[config.mk]
export PLATFORM = sky130hd
export DESIGN_NAME = codec_script_stream_parser_core
export DESIGN_NICKNAME = d
export VERILOG_FILES = /design/src/csp_pkg.sv /design/src/codec_script_stream_parser_core.sv
export SDC_FILE = /design/constraint.sdc
export NUM_CORES = 1
export LEC_CHECK = 0
export BUFFER_PORTS_ARGS = -buffer_cell sky130_fd_sc_hd__buf_2
export CAP_MARGIN = 10
export CORE_AREA = 2 2 191 193
export CTS_CLUSTER_DIAMETER = 80
export DETAILED_ROUTE_END_ITERATION = 8
export DIE_AREA = 0 0 193 195
export PLACE_DENSITY = 0.88
export SYNTH_ARGS = -nofsm -noshare
export SYNTH_HDL_FRONTEND = slang
export SYNTH_SLANG_ARGS = --single-unit
[constraint.sdc]
create_clock -name clk -period 13.6 [get_ports clk]
set_clock_uncertainty 0.05 [all_clocks]
set_input_delay 0 -clock clk [delete_from_list [all_inputs] [get_ports clk]]
set_output_delay 0 -clock clk [all_outputs]
set_load 0.005 [all_outputs]
[src/csp_pkg.sv]
// ----------------------------------------------------------------------------
// csp_pkg
// Shared types and codes for the codec script stream parser.
// ----------------------------------------------------------------------------
package csp_pkg;

  localparam int MAX_VALUE_BYTES = 4;

  localparam int CFG_COUNT = 3;
  localparam int CFG_INDEX_W = 2;
  localparam int CFG_DATA_W = 32;

  // Configuration register indexes
  localparam logic [CFG_INDEX_W-1:0] CFG_MAGIC_FIRST  = 2'd0;
  localparam logic [CFG_INDEX_W-1:0] CFG_MAGIC_SECOND = 2'd1;
  localparam logic [CFG_INDEX_W-1:0] CFG_MAGIC_THIRD  = 2'd2;

  // Result kinds
  localparam logic [1:0] KIND_VALUE    = 2'd0;
  localparam logic [1:0] KIND_COMPLETE = 2'd1;
  localparam logic [1:0] KIND_ERROR    = 2'd2;

  // Error codes
  localparam logic [2:0] ERR_BAD_MAGIC    = 3'd0;
  localparam logic [2:0] ERR_ZERO_SCRIPTS = 3'd1;
  localparam logic [2:0] ERR_ADDR_SIZE    = 3'd2;
  localparam logic [2:0] ERR_ZERO_ENTRIES = 3'd3;
  localparam logic [2:0] ERR_VALUE_COUNT  = 3'd4;
  localparam logic [2:0] ERR_TRUNCATED    = 3'd5;

  typedef struct packed {
    logic [1:0]  result_kind;
    logic [2:0]  error_code;
    logic [7:0]  script_tag;
    logic [7:0]  script_index;
    logic [7:0]  entry_index;
    logic [15:0] register_address;
    logic [7:0]  value_count;
    logic [15:0] delay_ms;
    logic [7:0]  value_index;
    logic [7:0]  value_byte;
    logic        last_of_run;
  } result_t;

endpackage

[src/codec_script_stream_parser_core.sv]
// ----------------------------------------------------------------------------
// codec_script_stream_parser_core
// Byte-wise parser for codec register-script files: checks the magic word,
// walks scripts and entries, and emits one beat per value byte plus
// completion and error beats.
// ----------------------------------------------------------------------------
//
//  channel | handshake          | payload
//  --------+--------------------+------------------------------------------
//  in      | in_valid/in_stall  | data_byte, end_of_file
//  out     | out_valid/out_stall| result_kind .. value_byte, last_of_run
//  cfg     | cfg_we             | cfg_index, cfg_data
//
//  One input byte per cycle while in_stall is low. Each byte is parsed in the cycle it is
//  accepted and its results (up to two) land in a three-entry result queue; out shows
//  the queue head the next cycle. A byte that yields two results fills the queue
//  further, so in_stall is high while the queue holds two or more entries.
//  in_stall is a register of the queue fill. Synchronous reset empties the
//  queue and returns the parser to the magic header.
// ----------------------------------------------------------------------------
module codec_script_stream_parser_core #(
  parameter int MAX_VALUE_BYTES = csp_pkg::MAX_VALUE_BYTES
) (
  input  logic                             clk,
  input  logic                             rst,
  input  logic                             in_valid,
  output logic                             in_stall,
  input  logic [7:0]                       data_byte,
  input  logic                             end_of_file,
  output logic                             out_valid,
  input  logic                             out_stall,
  output logic [1:0]                       result_kind,
  output logic [2:0]                       error_code,
  output logic [7:0]                       script_tag,
  output logic [7:0]                       script_index,
  output logic [7:0]                       entry_index,
  output logic [15:0]                      register_address,
  output logic [7:0]                       value_count,
  output logic [15:0]                      delay_ms,
  output logic [7:0]                       value_index,
  output logic [7:0]                       value_byte,
  output logic                             last_of_run,
  input  logic                             cfg_we,
  input  logic [csp_pkg::CFG_INDEX_W-1:0]  cfg_index,
  input  logic [csp_pkg::CFG_DATA_W-1:0]   cfg_data
);

  localparam logic [3:0] PH_MAGIC  = 4'd0;
  localparam logic [3:0] PH_SCOUNT = 4'd1;
  localparam logic [3:0] PH_ASIZE  = 4'd2;
  localparam logic [3:0] PH_SID    = 4'd3;
  localparam logic [3:0] PH_ECOUNT = 4'd4;
  localparam logic [3:0] PH_ADDR   = 4'd5;
  localparam logic [3:0] PH_VCOUNT = 4'd6;
  localparam logic [3:0] PH_DELAY  = 4'd7;
  localparam logic [3:0] PH_VALUES = 4'd8;
  localparam logic [3:0] PH_DONE   = 4'd9;
  localparam logic [3:0] PH_ERROR  = 4'd10;

  localparam logic [7:0] MAX_VCOUNT = 8'(MAX_VALUE_BYTES);

  // configuration
  logic [31:0] magic_first, magic_second, magic_third;

  // parse state
  logic [3:0]  phase, phase_next;
  logic [2:0]  fbc, fbc_next;
  logic [31:0] magic_shift, magic_shift_next;
  logic [7:0]  scripts_total, scripts_total_next;
  logic [1:0]  address_bytes, address_bytes_next;
  logic [7:0]  cur_script_tag, cur_script_tag_next;
  logic [7:0]  cur_script_index, cur_script_index_next;
  logic [7:0]  entries_total, entries_total_next;
  logic [7:0]  cur_entry_index, cur_entry_index_next;
  logic [15:0] entry_address, entry_address_next;
  logic [7:0]  entry_value_count, entry_value_count_next;
  logic [15:0] entry_delay, entry_delay_next;
  logic [7:0]  cur_value_index, cur_value_index_next;

  // result queue, entry 0 is the head
  csp_pkg::result_t queue [3];
  csp_pkg::result_t queue_next [3];
  logic [1:0] count, count_next;

  csp_pkg::result_t res [2];
  logic [1:0] res_n;
  logic       accept, pop;
  logic [1:0] base;

  function automatic csp_pkg::result_t plain_result(logic [1:0] kind, logic [2:0] code);
    csp_pkg::result_t r;
    r = '0;
    r.result_kind = kind;
    r.error_code = code;
    return r;
  endfunction

  assign accept = in_valid && !in_stall;
  assign pop    = out_valid && !out_stall;

  always_comb begin
    logic [2:0]  fbc_inc;
    logic [8:0]  vidx_inc, eidx_inc, sidx_inc;
    logic        trunc;
    phase_next             = phase;
    fbc_next               = fbc;
    magic_shift_next       = magic_shift;
    scripts_total_next     = scripts_total;
    address_bytes_next     = address_bytes;
    cur_script_tag_next    = cur_script_tag;
    cur_script_index_next  = cur_script_index;
    entries_total_next     = entries_total;
    cur_entry_index_next   = cur_entry_index;
    entry_address_next     = entry_address;
    entry_value_count_next = entry_value_count;
    entry_delay_next       = entry_delay;
    cur_value_index_next   = cur_value_index;
    res[0] = '0;
    res[1] = '0;
    res_n  = 2'd0;
    fbc_inc  = fbc + 3'd1;
    vidx_inc = {1'b0, cur_value_index} + 9'd1;
    eidx_inc = {1'b0, cur_entry_index} + 9'd1;
    sidx_inc = {1'b0, cur_script_index} + 9'd1;

    unique case (phase)
      PH_MAGIC: begin
        magic_shift_next = {data_byte, magic_shift[31:8]};
        fbc_next = fbc_inc;
        if (fbc_inc >= 3'd4) begin
          fbc_next = 3'd0;
          if (magic_shift_next == magic_first || magic_shift_next == magic_second ||
              magic_shift_next == magic_third) begin
            phase_next = PH_SCOUNT;
          end else begin
            phase_next = PH_ERROR;
            res[0] = plain_result(csp_pkg::KIND_ERROR, csp_pkg::ERR_BAD_MAGIC);
            res_n = 2'd1;
          end
        end
      end
      PH_SCOUNT: begin
        scripts_total_next = data_byte;
        if (data_byte == 8'd0) begin
          phase_next = PH_ERROR;
          res[0] = plain_result(csp_pkg::KIND_ERROR, csp_pkg::ERR_ZERO_SCRIPTS);
          res_n = 2'd1;
        end else begin
          phase_next = PH_ASIZE;
        end
      end
      PH_ASIZE: begin
        if (data_byte == 8'd1 || data_byte == 8'd2) begin
          address_bytes_next = data_byte[1:0];
          cur_script_index_next = 8'd0;
          phase_next = PH_SID;
        end else begin
          phase_next = PH_ERROR;
          res[0] = plain_result(csp_pkg::KIND_ERROR, csp_pkg::ERR_ADDR_SIZE);
          res_n = 2'd1;
        end
      end
      PH_SID: begin
        cur_script_tag_next = data_byte;
        phase_next = PH_ECOUNT;
      end
      PH_ECOUNT: begin
        entries_total_next = data_byte;
        if (data_byte == 8'd0) begin
          phase_next = PH_ERROR;
          res[0] = plain_result(csp_pkg::KIND_ERROR, csp_pkg::ERR_ZERO_ENTRIES);
          res_n = 2'd1;
        end else begin
          cur_entry_index_next = 8'd0;
          fbc_next = 3'd0;
          phase_next = PH_ADDR;
        end
      end
      PH_ADDR: begin
        if (fbc == 3'd0) entry_address_next = {8'd0, data_byte};
        else entry_address_next = {data_byte, entry_address[7:0]};
        fbc_next = fbc_inc;
        if (fbc_inc >= {1'b0, address_bytes}) begin
          fbc_next = 3'd0;
          phase_next = PH_VCOUNT;
        end
      end
      PH_VCOUNT: begin
        entry_value_count_next = data_byte;
        fbc_next = 3'd0;
        phase_next = PH_DELAY;
      end
      PH_DELAY: begin
        if (fbc == 3'd0) begin
          entry_delay_next = {8'd0, data_byte};
          fbc_next = 3'd1;
        end else begin
          entry_delay_next = {data_byte, entry_delay[7:0]};
          fbc_next = 3'd0;
          if (entry_value_count < 8'd2 || entry_value_count > MAX_VCOUNT) begin
            phase_next = PH_ERROR;
            res[0] = plain_result(csp_pkg::KIND_ERROR, csp_pkg::ERR_VALUE_COUNT);
            res_n = 2'd1;
          end else begin
            cur_value_index_next = 8'd0;
            phase_next = PH_VALUES;
          end
        end
      end
      PH_VALUES: begin
        res[0].result_kind      = csp_pkg::KIND_VALUE;
        res[0].script_tag       = cur_script_tag;
        res[0].script_index     = cur_script_index;
        res[0].entry_index      = cur_entry_index;
        res[0].register_address = entry_address;
        res[0].value_count      = entry_value_count;
        res[0].delay_ms         = entry_delay;
        res[0].value_index      = cur_value_index;
        res[0].value_byte       = data_byte;
        res_n = 2'd1;
        cur_value_index_next = vidx_inc[7:0];
        if (vidx_inc >= {1'b0, entry_value_count}) begin
          cur_value_index_next = 8'd0;
          cur_entry_index_next = eidx_inc[7:0];
          if (eidx_inc >= {1'b0, entries_total}) begin
            cur_entry_index_next = 8'd0;
            cur_script_index_next = sidx_inc[7:0];
            if (sidx_inc >= {1'b0, scripts_total}) begin
              phase_next = PH_DONE;
              res[1] = plain_result(csp_pkg::KIND_COMPLETE, csp_pkg::ERR_BAD_MAGIC);
              res_n = 2'd2;
            end else begin
              phase_next = PH_SID;
            end
          end else begin
            fbc_next = 3'd0;
            phase_next = PH_ADDR;
          end
        end
      end
      default: ;
    endcase

    trunc = end_of_file && phase_next != PH_DONE && phase_next != PH_ERROR;
    if (trunc) begin
      // at most one result precedes truncation
      res[res_n[0]] = plain_result(csp_pkg::KIND_ERROR, csp_pkg::ERR_TRUNCATED);
      res_n = res_n + 2'd1;
    end
    if (res_n == 2'd2) res[1].last_of_run = 1'b1;
    else res[0].last_of_run = 1'b1;

    if (end_of_file) begin
      phase_next             = PH_MAGIC;
      fbc_next               = 3'd0;
      magic_shift_next       = '0;
      scripts_total_next     = '0;
      address_bytes_next     = '0;
      cur_script_tag_next    = '0;
      cur_script_index_next  = '0;
      entries_total_next     = '0;
      cur_entry_index_next   = '0;
      entry_address_next     = '0;
      entry_value_count_next = '0;
      entry_delay_next       = '0;
      cur_value_index_next   = '0;
    end
  end

  // queue update: shift out the head, then append new results behind what stays
  assign base = count - {1'b0, pop};

  always_comb begin
    queue_next = queue;
    count_next = base;
    if (pop) begin
      queue_next[0] = queue[1];
      queue_next[1] = queue[2];
    end
    if (accept && res_n != 2'd0) begin
      queue_next[base] = res[0];
      if (res_n == 2'd2) queue_next[base + 2'd1] = res[1];
      count_next = base + res_n;
    end
  end

  always_ff @(posedge clk) begin
    if (rst) begin
      count    <= 2'd0;
      in_stall <= 1'b0;
    end else begin
      count    <= count_next;
      in_stall <= count_next >= 2'd2;
    end
    queue <= queue_next;
  end

  always_ff @(posedge clk) begin
    if (rst) begin
      magic_first  <= '0;
      magic_second <= '0;
      magic_third  <= '0;
    end else if (cfg_we) begin
      case (cfg_index)
        csp_pkg::CFG_MAGIC_FIRST:  magic_first  <= cfg_data;
        csp_pkg::CFG_MAGIC_SECOND: magic_second <= cfg_data;
        csp_pkg::CFG_MAGIC_THIRD:  magic_third  <= cfg_data;
        default: ;
      endcase
    end
  end

  always_ff @(posedge clk) begin
    if (rst) begin
      phase             <= PH_MAGIC;
      fbc               <= '0;
      magic_shift       <= '0;
      scripts_total     <= '0;
      address_bytes     <= '0;
      cur_script_tag    <= '0;
      cur_script_index  <= '0;
      entries_total     <= '0;
      cur_entry_index   <= '0;
      entry_address     <= '0;
      entry_value_count <= '0;
      entry_delay       <= '0;
      cur_value_index   <= '0;
    end else if (accept) begin
      phase             <= phase_next;
      fbc               <= fbc_next;
      magic_shift       <= magic_shift_next;
      scripts_total     <= scripts_total_next;
      address_bytes     <= address_bytes_next;
      cur_script_tag    <= cur_script_tag_next;
      cur_script_index  <= cur_script_index_next;
      entries_total     <= entries_total_next;
      cur_entry_index   <= cur_entry_index_next;
      entry_address     <= entry_address_next;
      entry_value_count <= entry_value_count_next;
      entry_delay       <= entry_delay_next;
      cur_value_index   <= cur_value_index_next;
    end
  end

  assign out_valid        = count != 2'd0;
  assign result_kind      = queue[0].result_kind;
  assign error_code       = queue[0].error_code;
  assign script_tag       = queue[0].script_tag;
  assign script_index     = queue[0].script_index;
  assign entry_index      = queue[0].entry_index;
  assign register_address = queue[0].register_address;
  assign value_count      = queue[0].value_count;
  assign delay_ms         = queue[0].delay_ms;
  assign value_index      = queue[0].value_index;
  assign value_byte       = queue[0].value_byte;
  assign last_of_run      = queue[0].last_of_run;

endmodule

==> results of run 1 <==
[power by group]
| part | switching [mW] | total (mW) | internal, mW | leakage [nW] |
|---|---|---|---|---|
| Clock | 0.558 | 1.32 | 0.766 | 0.775 |
| Combinational | 0.730 | 1.28 | 0.554 | 4.90 |
| Sequential | 0.187 | 1.98 | 1.79 | 4.02 |
| Total | 1.48 | 4.59 | 3.11 | 9.70 |
[worst paths after layout]
check,cells after the start,endpoint,start,slack [ps]
worst max register to register,21,delay_ms[13],cur_entry_index[0],6690
worst min-delay path,5,magic_second[21],cfg_we,40
worst min register to register,2,entry_delay[15],entry_delay[15],410
worst max-delay path,21,delay_ms[13],cur_entry_index[0],6690
[cell usage in the layout, fill, tap and decap left out, drive strengths merged, types with 4 or more instances in the layout]
cell type | synthesis | layout
dfxtp | 392 | 392
nor2 | 320 | 320
buf | 144 | 161
nor2b | 14 | 14
xnor2 | 73 | 73
clkbuf | 133 | 69
o31ai | 4 | 4
a32oi | 4 | 4
mux2i | 209 | 209
a21oi | 235 | 235
nand3 | 27 | 27
ha | 33 | 33
nand3b | 12 | 12
and3 | 11 | 11
o211ai | 5 | 5
nor4 | 19 | 19
nor3b | 5 | 5
dlygate4sd3 | 0 | 48
nand2b | 5 | 5
a22oi | 52 | 52
o21ai | 49 | 49
or3 | 5 | 5
clkinv | 0 | 14
edfxtp | 86 | 86
a211oi | 8 | 8
nand2 | 327 | 327
and2 | 5 | 5
nor3 | 17 | 17
nand4 | 21 | 21
inv | 34 | 36
o22ai | 166 | 166
xor2 | 47 | 47
a31oi | 7 | 7
[logic make-up after synthesis]
family                   after synthesis  synth area share, %
AO/OA/AOI/OAI                        558                 16.3
XOR/XNOR                             120                 4.62
adder cells (fa/ha/maj)               33                 1.81
buffers and inverters                311                 7.02
flip-flops                           478                 45.8
multiplexers                         211                 9.30
AND/OR/NAND/NOR                      800                 15.1
[metal layers]
metal | GRT usage (%) | up-vias | wire, um
met5 | 0 | - | 0
met4 | 11.5 | 0 | 1840
met3 | 5.70 | 150 | 5100
met2 | 52.8 | 906 | 29200
met1 | 40.4 | 9004 | 24100
li1 | - | 8667 | -
[critical path: cells and delay by family (launching register included)]
family / cells / cell delay, ps
flip-flops: 1 / 420
multiplexers: 1 / 170
buffers and inverters: 3 / 1410
XOR/XNOR: 1 / 200
AND/OR/NAND/NOR: 4 / 940
AO/OA/AOI/OAI: 9 / 2520
adder cells (fa/ha/maj): 3 / 950
[area by class of cell]
| class | instances | area [um^2] | share of cell area, % |
|---|---|---|---|
| repair buffers | 209 | 1360 | 5.46 |
| clock inverters | 20 | 193 | 0.775 |
| clock buffers | 69 | 1380 | 5.56 |
| flip-flops and latches | 478 | 10400 | 41.9 |
| diodes | 1 | 2.50 | 0.0101 |
| multi-input cells | 1722 | 10800 | 43.4 |
| well taps | 461 | 577 | 2.32 |
| inverters | 34 | 130 | 0.523 |
[through the flow]
step	instance area, um^2	instances
finish	24900	2994
global route	24900	2993
CTS	24900	2993
detailed placement	22800	2856
global placement	22800	2856
floorplan	22800	2511
[repair_timing]
action / 4_1_cts / 5_1_grt
resized for setup: 0 / 0
hold buffers: 48 / 0
endpoints found under the hold margin: 194 / 0
endpoints found under the setup margin: 0 / 0
[synthesized netlist by cell type (8+ instances only)]
master    instances
nor2_1          320
o22ai_2          51
nand4_1          21
a22oi_1          52
buf_2            32
nand2_1         326
buf_1            15
and3_1           11
clkbuf_1        133
nor4_1           17
buf_4            90
nor3_1           16
a21oi_1         234
nand3b_1         12
edfxtp_1         86
mux2i_1         208
ha_1             33
xor2_1           47
o22ai_1         115
xnor2_1          73
nand3_1          27
o21ai_0          38
o21ai_1          11
a211oi_1          8
nor2b_1          14
inv_1            32
dfxtp_1         392
[state kept, by name, summed over array words and instances, names as in the netlist, 4 cells and up]
signal             cells
script_index           8
value_byte             8
entries_total          8
entry_delay           16
entry_index            8
delay_ms              16
cur_value_index        8
scripts_total          8
cur_script_tag         8
entry_value_count      8
cur_entry_index        8
magic_third           32
phase                  4
register_address      16
cur_script_index       8
queue                172
value_index            8
magic_second          32
magic_shift           24
value_count            8
script_tag             8
entry_address         16
magic_first           32
==> impl_metrics.csv, run 1 <==
group,metric,value,unit
global_route,overflow,0,
synthesis,synthCells,2511,
synthesis,syn_area,22800,um^2
sta,setup_viol,0,
placed_design,io_buffer_count,135,
placed_design,place_congestion,0.927,
global_route,antenna_found_initial,0,
cells_and_area,utilization,70.3,%
sta,max_slew.worst_pin.slew,1240,ps
clock_tree,ctsRootBufferMaster,"clkbuf_16",
min_path,hp-class,"input port to flop",
synthesis,yosys_warnings,0,
placed_design,place_ws,6780,ps
cells_and_area,nets,2574,
die,start_util,64.3,%
clock_tree,path_clk_slew,60,ps
synthesis,ys.flop_type,"dfxtp_1",
detailed_routing,wl,60200,um
worst_setup_path,cpPeakStageDelay,770,ps
power,power.leakage,9.70,nW
power,irDropWorstVdd,0.000159,V
worst_setup_path,crit_type,"flop to flop",
clock_tree,postCtsSetupBuffers,0,
detailed_routing,initialDrtViolationCount,1962,
synthesis,synth-seq-cells,478,
sta,setup_ws,6690,ps
sta,slew_viol_final,0,
worst_setup_path,crit_path_end_kind,"flop",
die,dieHeight,195,um
synthesis,synth-edff-count,86,
detailed_routing,wl_per_cell,20.1,um
worst_setup_path,critPathRequiredTime,13960,ps
power,p_per_area,185,nW/um^2
sta,relSlewSlack,17.0,%
global_route,grt_pass1_vias,18303,
placed_design,place.detailed.hpwl,36300,um
synthesis,syn-num-nets,2592,
die,die_area,37600,um^2
die,core_region_area,35400,um^2
sta,rsz0062_at_grt,"no",
worst_setup_path,crit_chain,"ha_1 -> and3_1 -> and3_1 -> xor2_1 -> ha_1 -> a211oi_1 -> o211ai_1 -> a221oi_4 -> a21oi_1 -> a31oi_1 -> mux2i_2 -> o31ai_4 -> inv_1 -> ha_1 -> or3_1 -> o31ai_1 -> nor3_4 -> buf_4 -> o21a_2 -> buf_4 -> o22ai_1",
status,status,"complete, no violations",
clock_tree,cts_buffer_depth,3,
cells_and_area,fillCellCount,2596,
synthesis,synthTopCellsByArea,"dfxtp_1 34%, edfxtp_1 11%, mux2i_1 9.1%",
synthesis,synth_area_per_cell,9.07,um^2
detailed_routing,firstDrtPassIters,6,
worst_setup_path,critPathSlowestCell,"buf_4",
clock_tree,cts_tree,"built",
synthesis,synthArstFlopShare,0,%
job,maxCapViolations,0,
global_route,grt_max_degree,120,
synthesis,yosys.area.top_type,"dfxtp_1",
global_route,grt_usage,31.4,%
clock_tree,cts.sinks,478,
clock_tree,clk_latency,590,ps
worst_setup_path,cpMostUsedCell,"ha_1",
synthesis,ys_types,77,
synthesis,yosysSeqAreaShare,45.8,%
clock_tree,cts-buffers-inserted,48,
global_route,grt_pass1_wl,94800,um
worst_setup_path,startpoint_type,"flop",
sta,period_share,50.8,%
detailed_routing,viasPerCell,6.25,
clock_tree,htree_levels,2,
cells_and_area,drive_above_1_share,12.4,%
synthesis,yosys.area.top_type_share,34.5,%
cells_and_area,syn_to_final_growth,9.23,%
die,floorplan.io_pins,136,
sta,fin_crit,6910,ps
worst_setup_path,arrival,7270,ps
sta,max_freq,0.145,GHz
sta,hold_viol,0,
detailed_routing,num_vias,18727,
sta,hold_ws,45.0,ps
detailed_routing,drtAntennaViolNets,0,
power,p_total,4.59,mW
sta,tns,0,ps
worst_setup_path,path_max_fanout,71,
die,die_w,193,um
die,rows,69,
detailed_routing,drc,0,
No activity file was read; power rests on OpenSTA's default activity.
==> run 2: changes to the inputs <==
- CORE_AREA: 2 2 191 193 -> 2 2 207 209
- DIE_AREA: 0 0 193 195 -> 0 0 209 211
- PLACE_DENSITY: 0.88 -> 0.8
- clock period: 13.6 -> 6.2 ns (I/O delays scaled with it)
==> run 2 against run 1 <==
  * Core utilization shrank 9.9 points
  * Global-route usage shrank 4.4 points
  * Sequential power grew 120%
  * Sequential share of layout area shrank 0.53 points
  * Die area grew 17%
  * Clock-buffer cell count grew 9
  * Flip-flop and latch count is the same
  * Power grew 120%
  * Final area grew 1.3%
  * Register-to-register slack lost 6300 ps
  * Fmax grew 19%
  * Cell count grew 3.1%
  * Highest routed layer unchanged
==> impl_metrics.csv, run 2 (synthesis results as in run 1) <==
group,metric,value,unit
sta,setup_viol,0,
sta,relSlewSlack,26.0,%
placed_design,place_congestion,0.935,
worst_setup_path,crit_chain,"ha_1 -> and3_1 -> and3_1 -> xor2_1 -> ha_1 -> a211oi_1 -> o211ai_1 -> a221oi_2 -> a31o_1 -> mux2i_2 -> o31ai_4 -> inv_1 -> ha_1 -> or3_1 -> o31ai_1 -> nor3_4 -> o21a_2 -> buf_12 -> o22ai_1",
clock_tree,cts-buffers-inserted,50,
die,core_region_area,41800,um^2
clock_tree,ctsRootBufferMaster,"clkbuf_16",
cells_and_area,syn_to_final_growth,10.7,%
sta,slew_viol_final,0,
worst_setup_path,startpoint_type,"flop",
global_route,grt_pass1_wl,96600,um
die,rows,75,
clock_tree,cts_tree,"built",
placed_design,io_buffer_count,135,
status,status,"complete, no violations",
power,power.leakage,9.77,nW
power,p_per_area,402,nW/um^2
global_route,antenna_found_initial,2,
placed_design,place_inst,2940,
detailed_routing,viasPerCell,6.00,
cells_and_area,instances_no_fill,3087,
detailed_routing,drtAntennaViolNets,0,
global_route,grt_pass1_vias,18085,
cells_and_area,layout_common_cells,"390 x dfxtp_1, 324 x nand2_1, 318 x nor2_1",
cells_and_area,top_register,"queue",
cells_and_area,drive_above_1_share,13.1,%
die,die_w,209,um
power,irDropWorstVdd,0.000248,V
placed_design,place.detailed.hpwl,37700,um
sta,rsz0062_at_grt,"no",
worst_setup_path,rrSetupSlack,400,ps
die,die_area,44100,um^2
sta,hold_viol,0,
clock_tree,cts_buffer_depth,3,
cells_and_area,nets,2585,
worst_setup_path,critical_path_depth,19,
worst_setup_path,r2r_cells,19,
detailed_routing,num_vias,18525,
worst_setup_path,cpPeakStageDelay,550,ps
detailed_routing,drc,0,
worst_setup_path,crit_type,"flop to flop",
detailed_routing,initialDrtViolationCount,1680,
global_route,grt_usage,27.1,%
global_route,grt_max_degree,130,
clock_tree,clk_latency,600,ps
cells_and_area,largest_reg_flops,172,
sta,fin_crit,5800,ps
clock_tree,cts.sinks,478,
worst_setup_path,critPathBufInv,2,
sta,max_slew.worst_pin.slew,1110,ps
die,start_util,54.5,%
worst_setup_path,path_max_fanout,43,
sta,max_freq,0.172,GHz
worst_setup_path,r2r_start,"cur_script_index[0]",
cells_and_area,layout_commonest_cell,"dfxtp_1",
detailed_routing,firstDrtPassIters,6,
worst_setup_path,cp_top_family,"compound AO/OA/AOI/OAI gates",
detailed_routing,wl_per_cell,19.6,um
die,dieHeight,211,um
global_route,overflow,0,
sta,tns,0,ps
worst_setup_path,cpMostUsedCell,"ha_1",
sta,period_share,93.6,%
worst_setup_path,r2r_end,"register_address[1]",
die,floorplan.io_pins,136,
clock_tree,path_clk_slew,60,ps
job,maxCapViolations,0,
clock_tree,htree_levels,2,
worst_setup_path,crit_path_end,"register_address[1]",
worst_setup_path,crit_path_end_kind,"flop",
min_path,hp-class,"input port to flop",
worst_setup_path,arrival,6200,ps
detailed_routing,wl,60500,um
worst_setup_path,crit_path_start,"cur_script_index[0]",
worst_setup_path,critPathSlowestCell,"o21a_2",
worst_setup_path,critPathRequiredTime,6600,ps
[run 2: cell count changes in the layout (fill, tap and decap cells not counted), moves of 2 or more]
| cell | delta |
|---|---|
| o21ai_1 | +3 |
| dfxtp_1 | -2 |
| clkbuf_1 | +6 |
| clkinv_2 | +2 |
| a211oi_1 | -2 |
| a211oi_2 | +2 |
| o21ai_0 | -3 |
| buf_12 | +5 |
| and3_4 | +2 |
| clkbuf_16 | +3 |
| and3_1 | -2 |
| clkinv_1 | -3 |
[run 2: per-stage QoR]
stage	area, um^2	util [%]	power, mW	hold WS (ps)	worst slack, ps
after floorplan	22900	-	6.64	86.0	-1020
after global placement	23100	55.2	7.03	211	802
after detailed placement	23100	55.2	7.17	216	486
after CTS	25200	60.3	10.2	35.3	395
after global routing	25200	60.3	10.6	69.1	40.1
final	25200	60.3	10.1	79.1	397
[run 2: timing repair]
action,CTS,global route
hold buffers,49,0
setup buffers,0,0
endpoints found under the setup margin,0,1
gates resized for setup,0,1
endpoints found under the hold margin,214,0
[run 2: how the worst min path moves through the flow]
stage / startpoint / end / slack (ps) / cells after the start
6_report: in_valid / count[0] / 80 / 6
5_1_grt: in_valid / result_kind[0] / 70 / 5
4_1_cts: in_valid / result_kind[0] / 40 / 5
3_5_place_dp: cfg_data[17] / magic_first[17] / 220 / 3
3_3_place_gp: cfg_data[11] / magic_third[11] / 210 / 3
2_1_floorplan: cfg_data[0] / magic_second[0] / 90 / 2
[run 2: worst min-delay path: stages]
cell and delay (ps):
buf_2 130, nor2b_1 130, buf_4 200, nand2_1 100
xnor2_1 60, nor2_1 70
[run 2: layer usage]
layer | global-route usage (%) | wire [um] | up-vias | share of wire, %
li1 | - | - | 8685 | -
met1 | 35.1 | 25300 | 8944 | 42
met2 | 44.9 | 28800 | 762 | 48
met3 | 5.23 | 4480 | 134 | 7.4
met4 | 10.2 | 1940 | 0 | 3.2
met5 | 0 | 0 | - | 0
[run 2: area by class of cell]
class,count,area (um^2)
antenna,2,5.00
clock buffer,78,1480
clock inverter,16,139
fill,3389,16600
inverter,34,130
multi-input combinational,1722,10800
sequential,478,10400
tap,539,674
timing repair buffer,218,1490
[run 2: power by group]
part | switching (mW) | leakage (nW) | total, mW | internal, mW
Clock | 1.24 | 0.796 | 2.96 | 1.73
Combinational | 1.60 | 4.95 | 2.85 | 1.25
Sequential | 0.400 | 4.02 | 4.33 | 3.93
